===== config.mk =====
export PLATFORM = sky130hd
export DESIGN_NAME = image_format_sniffer
export DESIGN_NICKNAME = d
export VERILOG_FILES = /design/src/sv/ifs_pkg.sv /design/src/sv/ifs_queue.sv /design/src/sv/ifs_front.sv /design/src/sv/ifs_back.sv /design/src/sv/image_format_sniffer.sv
export SDC_FILE = /design/constraint.sdc
export NUM_CORES = 1
export LEC_CHECK = 0
export CAP_MARGIN = 25
export CORE_ASPECT_RATIO = 0.75
export CORE_MARGIN = 2
export CORE_UTILIZATION = 58
export DETAILED_ROUTE_END_ITERATION = 6
export DONT_BUFFER_PORTS = 1
export HOLD_SLACK_MARGIN = 0.03
export PLACE_DENSITY = 0.76
export SYNTH_ARGS = -nofsm -noshare
export SYNTH_HDL_FRONTEND = slang
export SYNTH_SLANG_ARGS = --single-unit

===== constraint.sdc =====
create_clock -name clk -period 3.6 [get_ports clk]
set_input_delay 0 -clock clk [delete_from_list [all_inputs] [get_ports clk]]
set_output_delay 0 -clock clk [all_outputs]
set_load 0.03 [all_outputs]

===== src/sv/ifs_pkg.sv =====
// ---------------------------------------------------------------------------
// ifs_pkg
// Shared types and constants for the image format sniffer.
// ---------------------------------------------------------------------------
package ifs_pkg;

  // Header bytes that the format checks look at.
  localparam int CHECK_BYTES = 22;

  // Number of detectable format codes (1 .. NUM_FORMATS).
  localparam int NUM_FORMATS = 20;

  // Depth of the queues between and behind the stages.
  localparam int QUEUE_DEPTH = 2;

  typedef enum logic [4:0] {
    FMT_UNKNOWN  = 5'd0,
    FMT_BMP      = 5'd1,
    FMT_QOI      = 5'd2,
    FMT_FARBFELD = 5'd3,
    FMT_GIF      = 5'd4,
    FMT_PSD      = 5'd5,
    FMT_TIFF     = 5'd6,
    FMT_DDS      = 5'd7,
    FMT_RAS      = 5'd8,
    FMT_SGI      = 5'd9,
    FMT_PNG      = 5'd10,
    FMT_JPEG     = 5'd11,
    FMT_IFF      = 5'd12,
    FMT_WEBP     = 5'd13,
    FMT_EXR      = 5'd14,
    FMT_XBM      = 5'd15,
    FMT_ICO      = 5'd16,
    FMT_CUR      = 5'd17,
    FMT_PCX      = 5'd18,
    FMT_PNM      = 5'd19,
    FMT_TGA      = 5'd20
  } format_t;

  // One flag per format code; bit k-1 means code k matched.
  typedef logic [NUM_FORMATS-1:0] hits_t;

endpackage


===== src/sv/ifs_queue.sv =====
// ---------------------------------------------------------------------------
// ifs_queue
// Small register queue with push/full and pop/empty sides.
// ---------------------------------------------------------------------------
module ifs_queue #(
  parameter int WIDTH = 8,
  parameter int DEPTH = 2
) (
  input  logic             clk,
  input  logic             rst,
  input  logic             push,
  input  logic [WIDTH-1:0] data_in,
  output logic             full,
  input  logic             pop,
  output logic [WIDTH-1:0] data_out,
  output logic             empty
);

  localparam int AW = (DEPTH > 1) ? $clog2(DEPTH) : 1;
  localparam int CW = $clog2(DEPTH + 1);

  logic [WIDTH-1:0] slots [DEPTH];
  logic [AW-1:0]    wr_ptr;
  logic [AW-1:0]    rd_ptr;
  logic [CW-1:0]    count;
  logic             do_push;
  logic             do_pop;

  assign full     = (count == CW'(DEPTH));
  assign empty    = (count == '0);
  assign do_push  = push && !full;
  assign do_pop   = pop && !empty;
  assign data_out = slots[rd_ptr];

  always_ff @(posedge clk) begin
    if (rst) begin
      wr_ptr <= '0;
      rd_ptr <= '0;
      count  <= '0;
    end else begin
      if (do_push) begin
        wr_ptr <= (wr_ptr == AW'(DEPTH - 1)) ? '0 : wr_ptr + 1'b1;
      end
      if (do_pop) begin
        rd_ptr <= (rd_ptr == AW'(DEPTH - 1)) ? '0 : rd_ptr + 1'b1;
      end
      if (do_push && !do_pop) begin
        count <= count + 1'b1;
      end else if (do_pop && !do_push) begin
        count <= count - 1'b1;
      end
    end
  end

  always_ff @(posedge clk) begin
    if (do_push) begin
      slots[wr_ptr] <= data_in;
    end
  end

endmodule


===== src/sv/ifs_front.sv =====
// ---------------------------------------------------------------------------
// ifs_front
// Byte intake: header capture, byte count, and parallel magic-number checks
// on the final byte of each file.
// ---------------------------------------------------------------------------
module ifs_front
  import ifs_pkg::*;
#(
  parameter int HEADER_BYTES = 22,
  parameter int COUNT_WIDTH  = 16
) (
  input  logic       clk,
  input  logic       rst,
  input  logic       accept,
  input  logic [7:0] byte_value,
  input  logic       last_byte,
  output logic       hits_push,
  output hits_t      hits
);

  localparam logic [COUNT_WIDTH-1:0] COUNT_MAX = '1;

  logic [7:0]             hdr [HEADER_BYTES];
  logic [COUNT_WIDTH-1:0] count;
  logic [COUNT_WIDTH-1:0] count_next;
  logic [COUNT_WIDTH-1:0] size;
  logic [7:0]             h [CHECK_BYTES];
  logic [15:0]            entries;
  logic [12:0]            ico_need;
  logic                   ico_base;

  // Size including the current byte, saturating.
  assign size = (count == COUNT_MAX) ? count : count + 1'b1;

  always_comb begin
    if (last_byte) begin
      count_next = '0;
    end else begin
      count_next = size;
    end
  end

  always_ff @(posedge clk) begin
    if (rst) begin
      count <= '0;
    end else if (accept) begin
      count <= count_next;
    end
  end

  always_ff @(posedge clk) begin
    for (int i = 0; i < HEADER_BYTES; i++) begin
      if (accept && count == COUNT_WIDTH'(i)) begin
        hdr[i] <= byte_value;
      end
    end
  end

  // Header view with the byte in flight merged in.
  always_comb begin
    for (int i = 0; i < CHECK_BYTES; i++) begin
      h[i] = (count == COUNT_WIDTH'(i)) ? byte_value : hdr[i];
    end
  end

  assign entries  = {h[5], h[4]};
  assign ico_need = {entries[8:0], 4'b0000} + 13'd6;
  assign ico_base = (size >= COUNT_WIDTH'(22)) && h[0] == 8'h00 && h[1] == 8'h00 &&
                    (h[2] == 8'h01 || h[2] == 8'h02) && h[3] == 8'h00 &&
                    entries != 16'd0 && entries <= 16'd256 &&
                    size >= COUNT_WIDTH'(ico_need);

  always_comb begin
    hits = '0;
    hits[FMT_BMP - 1] = (size >= COUNT_WIDTH'(2)) && h[0] == "B" && h[1] == "M";
    hits[FMT_QOI - 1] = (size >= COUNT_WIDTH'(14)) &&
                        {h[0], h[1], h[2], h[3]} == "qoif";
    hits[FMT_FARBFELD - 1] = (size >= COUNT_WIDTH'(16)) &&
                             {h[0], h[1], h[2], h[3], h[4], h[5], h[6], h[7]} ==
                             "farbfeld";
    hits[FMT_GIF - 1] = (size >= COUNT_WIDTH'(6)) &&
                        {h[0], h[1], h[2], h[3]} == "GIF8" &&
                        (h[4] == "7" || h[4] == "9") && h[5] == "a";
    hits[FMT_PSD - 1] = (size >= COUNT_WIDTH'(4)) &&
                        {h[0], h[1], h[2], h[3]} == "8BPS";
    hits[FMT_TIFF - 1] = (size >= COUNT_WIDTH'(4)) &&
                         (({h[0], h[1]} == "II" && h[2] == 8'd42 && h[3] == 8'd0) ||
                          ({h[0], h[1]} == "MM" && h[2] == 8'd0 && h[3] == 8'd42));
    hits[FMT_DDS - 1] = (size >= COUNT_WIDTH'(4)) &&
                        {h[0], h[1], h[2], h[3]} == "DDS ";
    hits[FMT_RAS - 1] = (size >= COUNT_WIDTH'(4)) &&
                        {h[0], h[1], h[2], h[3]} == 32'h59a6_6a95;
    hits[FMT_SGI - 1] = (size >= COUNT_WIDTH'(2)) && h[0] == 8'h01 && h[1] == 8'hda;
    hits[FMT_PNG - 1] = (size >= COUNT_WIDTH'(8)) && h[0] == 8'd137 &&
                        {h[1], h[2], h[3]} == "PNG";
    hits[FMT_JPEG - 1] = (size >= COUNT_WIDTH'(2)) && h[0] == 8'hff && h[1] == 8'hd8;
    hits[FMT_IFF - 1] = (size >= COUNT_WIDTH'(12)) &&
                        {h[0], h[1], h[2], h[3]} == "FORM" &&
                        ({h[8], h[9], h[10], h[11]} == "ILBM" ||
                         {h[8], h[9], h[10], h[11]} == "PBM ");
    hits[FMT_WEBP - 1] = (size >= COUNT_WIDTH'(12)) &&
                         {h[0], h[1], h[2], h[3]} == "RIFF" &&
                         {h[8], h[9], h[10], h[11]} == "WEBP";
    hits[FMT_EXR - 1] = (size >= COUNT_WIDTH'(4)) &&
                        {h[0], h[1], h[2], h[3]} == 32'h762f_3101;
    hits[FMT_XBM - 1] = (size >= COUNT_WIDTH'(9)) &&
                        {h[0], h[1], h[2], h[3], h[4], h[5], h[6], h[7]} ==
                        "#define ";
    hits[FMT_ICO - 1] = ico_base && h[2] == 8'h01;
    hits[FMT_CUR - 1] = ico_base && h[2] == 8'h02;
    hits[FMT_PCX - 1] = (size >= COUNT_WIDTH'(4)) && h[0] == 8'h0a && h[1] <= 8'd5 &&
                        h[2] == 8'd1 && (h[3] inside {8'd1, 8'd2, 8'd4, 8'd8});
    hits[FMT_PNM - 1] = (size >= COUNT_WIDTH'(2)) && h[0] == "P" &&
                        h[1] >= "1" && h[1] <= "7";
    hits[FMT_TGA - 1] = (size >= COUNT_WIDTH'(18)) && (h[1] inside {8'd0, 8'd1}) &&
                        (h[2] inside {8'd1, 8'd2, 8'd3, 8'd9, 8'd10, 8'd11}) &&
                        (h[16] inside {8'd8, 8'd15, 8'd16, 8'd24, 8'd32});
  end

  assign hits_push = accept && last_byte;

endmodule


===== src/sv/ifs_back.sv =====
// ---------------------------------------------------------------------------
// ifs_back
// Picks the first matching check and queues the format code for the reader.
// ---------------------------------------------------------------------------
module ifs_back
  import ifs_pkg::*;
(
  input  logic       clk,
  input  logic       rst,
  input  logic       hits_empty,
  input  hits_t      hits,
  output logic       hits_pop,
  output logic       empty,
  input  logic       pop,
  output logic [4:0] format_code
);

  format_t code;
  logic    out_full;

  // Lowest code wins.
  always_comb begin
    code = FMT_UNKNOWN;
    for (int i = NUM_FORMATS - 1; i >= 0; i--) begin
      if (hits[i]) begin
        code = format_t'(5'(i + 1));
      end
    end
  end

  assign hits_pop = !hits_empty && !out_full;

  ifs_queue #(
    .WIDTH (5),
    .DEPTH (QUEUE_DEPTH)
  ) u_out_queue (
    .clk      (clk),
    .rst      (rst),
    .push     (hits_pop),
    .data_in  (code),
    .full     (out_full),
    .pop      (pop),
    .data_out (format_code),
    .empty    (empty)
  );

endmodule


===== src/sv/image_format_sniffer.sv =====
// ---------------------------------------------------------------------------
// image_format_sniffer
// Identifies an image file format from the magic number at its start.
// ---------------------------------------------------------------------------
// Push one file byte per request, with last_byte set on the final byte; one
// format code (0 unknown, 1..20 per format) comes out per file. The block
// takes a byte every cycle while full is low: the header checks run in
// parallel in the same cycle as the final byte, the result crosses a
// two-entry queue to the priority picker, and a two-entry output queue
// holds codes for the reader. full rises only when four classified files
// are waiting (two in the output queue, two behind it) because the reader
// has stopped popping. A final byte's result is registered in the middle
// queue and then in the output queue. No clearing pass follows reset.
module image_format_sniffer
  import ifs_pkg::*;
#(
  parameter int HEADER_BYTES = 22,
  parameter int COUNT_WIDTH  = 16
) (
  input  logic       clk,
  input  logic       rst,
  input  logic       push,
  output logic       full,
  input  logic [7:0] byte_value,
  input  logic       last_byte,
  output logic       empty,
  input  logic       pop,
  output logic [4:0] format_code
);

  logic  accept;
  logic  hits_push;
  hits_t hits_in;
  hits_t hits_out;
  logic  hits_empty;
  logic  hits_pop;

  assign accept = push && !full;

  ifs_front #(
    .HEADER_BYTES (HEADER_BYTES),
    .COUNT_WIDTH  (COUNT_WIDTH)
  ) u_front (
    .clk        (clk),
    .rst        (rst),
    .accept     (accept),
    .byte_value (byte_value),
    .last_byte  (last_byte),
    .hits_push  (hits_push),
    .hits       (hits_in)
  );

  ifs_queue #(
    .WIDTH (NUM_FORMATS),
    .DEPTH (QUEUE_DEPTH)
  ) u_mid_queue (
    .clk      (clk),
    .rst      (rst),
    .push     (hits_push),
    .data_in  (hits_in),
    .full     (full),
    .pop      (hits_pop),
    .data_out (hits_out),
    .empty    (hits_empty)
  );

  ifs_back u_back (
    .clk         (clk),
    .rst         (rst),
    .hits_empty  (hits_empty),
    .hits        (hits_out),
    .hits_pop    (hits_pop),
    .empty       (empty),
    .pop         (pop),
    .format_code (format_code)
  );

`ifndef NO_ASSERTIONS
  a_final_byte_queued: assert property (@(posedge clk) disable iff (rst)
    (accept && last_byte) |=> !hits_empty)
    else $error("final byte did not queue a classification");

  a_pick_reaches_output: assert property (@(posedge clk) disable iff (rst)
    hits_pop |=> !empty)
    else $error("picked format code did not reach the output queue");

  a_code_range: assert property (@(posedge clk) disable iff (rst)
    !empty |-> (format_code <= 5'(NUM_FORMATS)))
    else $error("format code out of range");
`endif

endmodule


==> impl_metrics.py, run 1 <==
metrics = {
    "outcome": {
        "status": "finished clean",
    },
    "clock_tree": {
        "root_buffer": "clkbuf_16",
        "clock_path_buffers": 2,
        "cts_tree": "built",
        "htreeDepth": 4,
        "clock-sinks": 180,
        "clk_pin_slew_ps": 80,
        "numCtsBuffers": 17,
        "clk_latency_ps": 460,
    },
    "place": {
        "dp_hpwl_microns": 24900,
        "place_area_sq_um": 11100,
        "dp.cells": 1295,
        "place_congestion": 1.09,
        "io_buffers": 0,
    },
    "sta": {
        "slew_headroom": 0.297,
        "hold_viol_final": 0,
        "period_share": 0.990,
        "fmax_ghz": 0.280,
        "setup_violations": 0,
        "tns_ps": 0,
        "hold_ws_ps": 56.5,
        "layout_min_cycle_time_ps": 3570,
        "drv_slew": 0,
        "tightestPinTransition_ps": 1050,
        "skew_ps": 13.0,
    },
    "routing": {
        "vias": 9389,
        "drtIter0Drc": 1773,
        "drt-total-wl_microns": 36500,
        "via_per_inst": 6.96,
        "wl_per_cell_microns": 27.0,
        "drt_pass1_iterations": 7,
        "remaining_drc_errors": 0,
        "final_antenna_net_count": 0,
    },
    "logic_synthesis": {
        "yosysTopAreaCell": "edfxtp_1",
        "synth-async-reset-ratio": 0,
        "yosys_register_bits": 180,
        "yosys_warnings": 0,
        "syn_nets": 1058,
        "synth.distinct_cells": 72,
        "synth-edff-count": 154,
        "synth.cell_area_sq_um": 10400,
        "ys.flop_type": "edfxtp_1",
        "synth_area_leaders": "edfxtp_1 (44%), dfxtp_1 (5.0%), mux2i_1 (4.3%)",
        "synthCells": 1031,
        "synth_top_area_frac": 0.444,
        "ys_seq_area_frac": 0.494,
        "postSynthAreaPerCell_sq_um": 10.1,
    },
    "final_layout": {
        "final_cells": 1349,
        "syn_to_final_growth_pct": 15.5,
        "final_common_cell": "edfxtp_1",
        "final_cell_mix": "edfxtp_1 (154), nor2_1 (99), buf_4 (87)",
        "drive_gt1_frac": 0.160,
        "fillers": 1313,
        "nNetsFinal": 1121,
        "num_antenna_cells": 0,
        "final_area_sq_um": 12000,
    },
    "global_route": {
        "antenna_found_initial": 1,
        "grt_util_all_layers": 0.390,
        "grt_max_degree": 31,
        "grt.overflow.total": 0,
        "grt_first_pass_wirelength_microns": 53600,
        "grt_pass1_vias": 8723,
    },
    "worst_setup_path": {
        "ff2ff_path_depth": 10,
        "required_ps": 3820,
        "arrival_ps": 3780,
        "reg2reg_to": "u_mid_queue.slots[0][11]",
        "rr_startpoint": "u_front.count[0]",
        "crit_type": "reg -> reg",
        "critPathLaunchType": "register",
        "end_kind": "register",
        "cp_max_fo": 10,
        "rrSetupSlack_ps": 30,
    },
    "hold_path": {
        "hp-start": "byte_value[6]",
        "hold_class": "in -> reg",
        "min_to": "u_mid_queue.slots[0][10]",
        "hold_depth": 4,
    },
    "power": {
        "ir_drop_uv": 337,
        "power_mw": 5.26,
        "powerDensity_nw_per_um2": 438,
        "p_leak_nw": 4.13,
    },
    "floorplan": {
        "core_sq_um": 17600,
        "fp.dieW_microns": 159,
        "num_rows": 42,
        "fp.dieH_microns": 120,
        "die_area_sq_um": 19000,
        "io_pins": 20,
        "start_util": 0.591,
    },
    "job": {
        "cap_violations": 0,
    },
}
==> critical path, cell delays in order (launching register included) <==
cell and delay, ps:
dfxtp_2 340, inv_1 100, ha_1 200, buf_4 200
nor4bb_1 340, nand4_1 350, mux2i_1 250, nor4_2 280
o2111ai_2 170, or4_4 600, a2111oi_4 490
==> registers in the layout, indices dropped and copies added, names as in the netlist, named ones only <==
| name | count |
|---|---|
| u_front.hdr | 104 |
| u_mid_queue.wr_ptr | 1 |
| u_back.u_out_queue.slots | 10 |
| u_back.u_out_queue.rd_ptr | 1 |
| u_mid_queue.count | 2 |
| u_mid_queue.rd_ptr | 1 |
| u_back.u_out_queue.count | 2 |
| u_back.u_out_queue.wr_ptr | 1 |
| u_front.count | 16 |
| u_mid_queue.slots | 40 |
==> power breakdown <==
part	switching [mW]	internal, mW	total (mW)
logic	0.538	0.259	0.797
clock network	0.987	0.954	1.94
registers	0.116	2.40	2.52
==> Yosys cell counts, drive strengths merged, types with 4 or more instances <==
| master | count |
|---|---|
| nand4 | 37 |
| or4 | 10 |
| dfxtp | 26 |
| a21oi | 51 |
| xor2 | 9 |
| inv | 23 |
| and3 | 15 |
| o21bai | 5 |
| nand3b | 18 |
| nor4bb | 7 |
| ha | 14 |
| or3 | 17 |
| nand4b | 11 |
| mux2 | 13 |
| a31oi | 13 |
| o21a | 5 |
| or4b | 4 |
| or3b | 4 |
| a211oi | 8 |
| nor4b | 8 |
| nand3 | 33 |
| nand2b | 15 |
| a22oi | 10 |
| or2 | 6 |
| o211ai | 9 |
| mux2i | 45 |
| nor2 | 99 |
| nor2b | 21 |
| o21ai | 47 |
| nor3b | 13 |
| buf | 17 |
| clkbuf | 41 |
| nor3 | 44 |
| and2 | 10 |
| nor4 | 42 |
| xnor2 | 6 |
| a2111oi | 4 |
| and4 | 11 |
| o31ai | 6 |
| nand2 | 64 |
| edfxtp | 154 |
==> metrics by stage <==
stage           util  setup WS, ps
2_1_floorplan      -           161
3_3_place_gp   0.630          -188
3_5_place_dp   0.630          -160
4_1_cts        0.675          10.0
5_1_grt        0.683         -10.0
6_report       0.683          34.4
==> metal layers <==
metal  up-vias  GRT usage  share of wire
met5         -          0        0.00030
met4         2      0.115          0.028
met3        97      0.124           0.14
met2       707      0.550           0.42
met1      4469      0.576           0.41
li1       4114          -              -
==> cell families (layout without fill, tap and decap cells) <==
family / after synthesis / count (layout) / share of synthesized area
and+or+nand+nor: 494 / 494 / 0.271
adders and majority gates: 15 / 15 / 0.0178
muxes: 58 / 58 / 0.0574
AOI/OAI and AO/OA: 188 / 188 / 0.115
DFF: 180 / 180 / 0.494
xor gates and xnor gates: 15 / 15 / 0.0126
buffers and inverters: 81 / 157 / 0.0317
==> layout make-up <==
class                      instances  area [sq um]  area share
inverter                          23          86.3     0.00719
timing repair buffer             102           825      0.0686
clock inverter                    15           193      0.0160
multi-input combinational        770          5030       0.419
tap                              242           303      0.0252
clock buffer                      17           425      0.0354
sequential                       180          5150       0.429
==> worst max path at each step <==
| stage | from | to | slack, ps |
|---|---|---|---|
| floorplan | u_front.count[0] | u_mid_queue.slots[0][15] | 160 |
| global placement | u_front.count[6] | u_mid_queue.slots[1][11] | -190 |
| detailed placement | u_front.count[0] | u_mid_queue.slots[1][11] | -160 |
| CTS | u_front.count[0] | u_mid_queue.slots[1][11] | 10 |
| global route | u_front.count[0] | u_mid_queue.slots[1][11] | -10 |
| finish | u_front.count[0] | u_mid_queue.slots[0][11] | 30 |
==> what timing repair did <==
action                                  CTS  global route
endpoints found under the setup margin    2            15
hold buffers                             12             0
setup buffers                             4             6
gates resized for setup                   3            21
pin swaps                                 1             5
hold endpoints to repair                134             0
(Power assumes the default switching activity.)
==> run 2, diff against run 1 <==
Settings changed: SETUP_SLACK_MARGIN set to 0.2.
==> run 2 against run 1 <==
Effect of this change:
- the run now ends with design-rule violations left
- clock skew up 0.99 ps
- sequential cell count did not move
- first-iteration DRC count shrank 14%
- cell area increased by 0.93%
- global-route usage rose by 0.21 points
- wire length increased by 1.3%
- register-to-register slack gained 140 ps
- critical path type unchanged
==> impl_metrics.py, run 2 (synthesis results as in run 1) <==
metrics = {
    "worst_setup_path": {
        "crit_type": "reg -> reg",
        "ff2ff_path_depth": 14,
        "reg2reg_to": "u_mid_queue.slots[0][16]",
        "critPathLaunchType": "register",
        "critPathBufInv": 2,
        "arrival_ps": 3610,
        "cpPeakStageDelay_ps": 390,
        "cpMaxStageDelayCell": "dfxtp_4",
        "cp_cell_sequence": "inv_4 > ha_4 > nor4bb_1 > nand4_1 > buf_6 > mux2i_1 > ha_1 > nor4_2 > o211ai_1 > o21ai_1 > o211ai_1 > maj3_2 > a211oi_4 > nor3_1",
        "cp_max_fo": 5,
        "rrSetupSlack_ps": 180,
        "end_kind": "register",
        "path_delay_family": "simple AND/OR/NAND/NOR gates",
        "rr_startpoint": "u_front.count[0]",
        "cp_common_cell": "o211ai_1",
        "required_ps": 3790,
    },
    "sta": {
        "skew_ps": 14.0,
        "setup_violations": 0,
        "period_share": 0.950,
        "slew_headroom": 0.318,
        "hold_ws_ps": 49.6,
        "fmax_ghz": 0.292,
        "hold_viol_final": 0,
        "setup_slack_ps": 179,
        "tightestPinTransition_ps": 1020,
        "drv_slew": 0,
        "rsz0062_at_grt": "yes",
        "layout_min_cycle_time_ps": 3420,
        "tns_ps": 0,
    },
    "place": {
        "pre_cts_slack_ps": -52.7,
        "dp_hpwl_microns": 25100,
        "io_buffers": 0,
        "dp.cells": 1286,
        "place_area_sq_um": 11000,
        "place_congestion": 1.05,
    },
    "outcome": {
        "status": "finished with violations",
        "violations": "design-rule violations",
    },
    "power": {
        "ir_drop_uv": 347,
        "powerDensity_nw_per_um2": 443,
        "power_mw": 5.37,
        "p_leak_nw": 4.14,
    },
    "global_route": {
        "grt_pass1_vias": 8781,
        "grt_first_pass_wirelength_microns": 54000,
        "grt_max_degree": 31,
        "grt.overflow.total": 0,
        "grt_util_all_layers": 0.392,
        "antenna_found_initial": 1,
    },
    "floorplan": {
        "start_util": 0.591,
        "core_sq_um": 17600,
        "fp.dieW_microns": 159,
        "fp.dieH_microns": 120,
        "io_pins": 20,
        "die_area_sq_um": 19000,
        "num_rows": 42,
    },
    "final_layout": {
        "final_cell_mix": "edfxtp_1 (154), nor2_1 (99), buf_4 (77)",
        "fillers": 1308,
        "largest_reg_flops": 104,
        "drive_gt1_frac": 0.173,
        "final_cells": 1341,
        "final_area_sq_um": 12100,
        "regMostFlops": "u_front.hdr",
        "final_util": 0.689,
        "top_regs": "u_front.hdr x104, u_mid_queue.slots x40, u_front.count x16",
        "nNetsFinal": 1113,
        "syn_to_final_growth_pct": 16.5,
        "num_antenna_cells": 0,
        "final_common_cell": "edfxtp_1",
    },
    "clock_tree": {
        "clock_path_buffers": 2,
        "htreeDepth": 4,
        "cts_tree": "built",
        "clk_latency_ps": 450,
        "clock-sinks": 180,
        "root_buffer": "clkbuf_16",
        "numCtsBuffers": 17,
        "clk_pin_slew_ps": 80,
    },
    "routing": {
        "final_antenna_net_count": 0,
        "drt_pass1_iterations": 7,
        "via_per_inst": 7.10,
        "drtIter0Drc": 1527,
        "drt-total-wl_microns": 36900,
        "vias": 9527,
        "wl_per_cell_microns": 27.5,
        "remaining_drc_errors": 1,
    },
    "hold_path": {
        "hp-start": "byte_value[7]",
        "min_to": "u_mid_queue.slots[1][18]",
        "hold_class": "in -> reg",
        "hold_depth": 4,
    },
    "job": {
        "cap_violations": 0,
    },
}
[run 2: changes by cell type in the layout (fill, tap and decap cells not counted), moves of 3 or more]
cell	delta
and4_1	-3
and4_2	+3
buf_4	-10
buf_6	+4
nor4b_1	-3
o21ai_0	-4
o21ai_1	+4
[run 2: cell type report]
class / instances / area (sq um) / share of cell area
Sequential cell: 180 / 5150 / 0.425
Tap cell: 242 / 303 / 0.0250
Clock buffer: 17 / 425 / 0.0351
Inverter: 23 / 91.3 / 0.00753
Timing Repair Buffer: 94 / 754 / 0.0622
Clock inverter: 15 / 225 / 0.0186
Multi-Input combinational cell: 770 / 5170 / 0.427
[run 2: per-layer routing]
metal | wire, microns | vias up | part of all wire | GRT usage
met5 | 18 | - | 0.00049 | 0
met4 | 1290 | 2 | 0.035 | 0.105
met3 | 5580 | 131 | 0.15 | 0.151
met2 | 15100 | 748 | 0.41 | 0.538
met1 | 14900 | 4545 | 0.40 | 0.579
li1 | - | 4101 | - | -
[run 2: worst register-to-register path, delay by kind of cell, from the launching register on]
family	cells	cell delay (ps)
fa+ha+maj	3	760
compound gates	4	600
flops	1	390
mux	1	180
simple gates	4	960
buf+inv	2	290
[run 2: timing repair]
action / in CTS / in global routing
hold endpoints to repair: 132 / 0
endpoints found under the setup margin: 12 / 27
hold buffers: 12 / 0
cloned: 0 / 1
pin swaps: 4 / 11
gates resized for setup: 11 / 52
buffers inserted: 5 / 5
[run 2: report_power, final]
part / internal (mW) / switching (mW) / leakage [nW]
Combinational: 0.264 / 0.537 / 2.21
Clock: 1.08 / 0.969 / 0.311
Sequential: 2.40 / 0.114 / 1.62
Total: 3.75 / 1.62 / 4.14
[run 2: worst max-delay path by stage]
| stage | slack (ps) | to | cells after the start | from |
|---|---|---|---|---|
| 3_3_place_gp | -30 | u_mid_queue.slots[1][11] | 9 | u_front.count[4] |
| 6_report | 180 | u_mid_queue.slots[0][16] | 14 | u_front.count[0] |
| 2_1_floorplan | 210 | u_mid_queue.slots[0][15] | 15 | u_front.count[0] |
| 3_5_place_dp | -50 | u_mid_queue.slots[1][11] | 8 | u_front.count[3] |
| 5_1_grt | 100 | u_mid_queue.slots[1][15] | 14 | u_front.count[0] |
| 4_1_cts | 190 | u_mid_queue.slots[0][11] | 11 | u_front.count[0] |
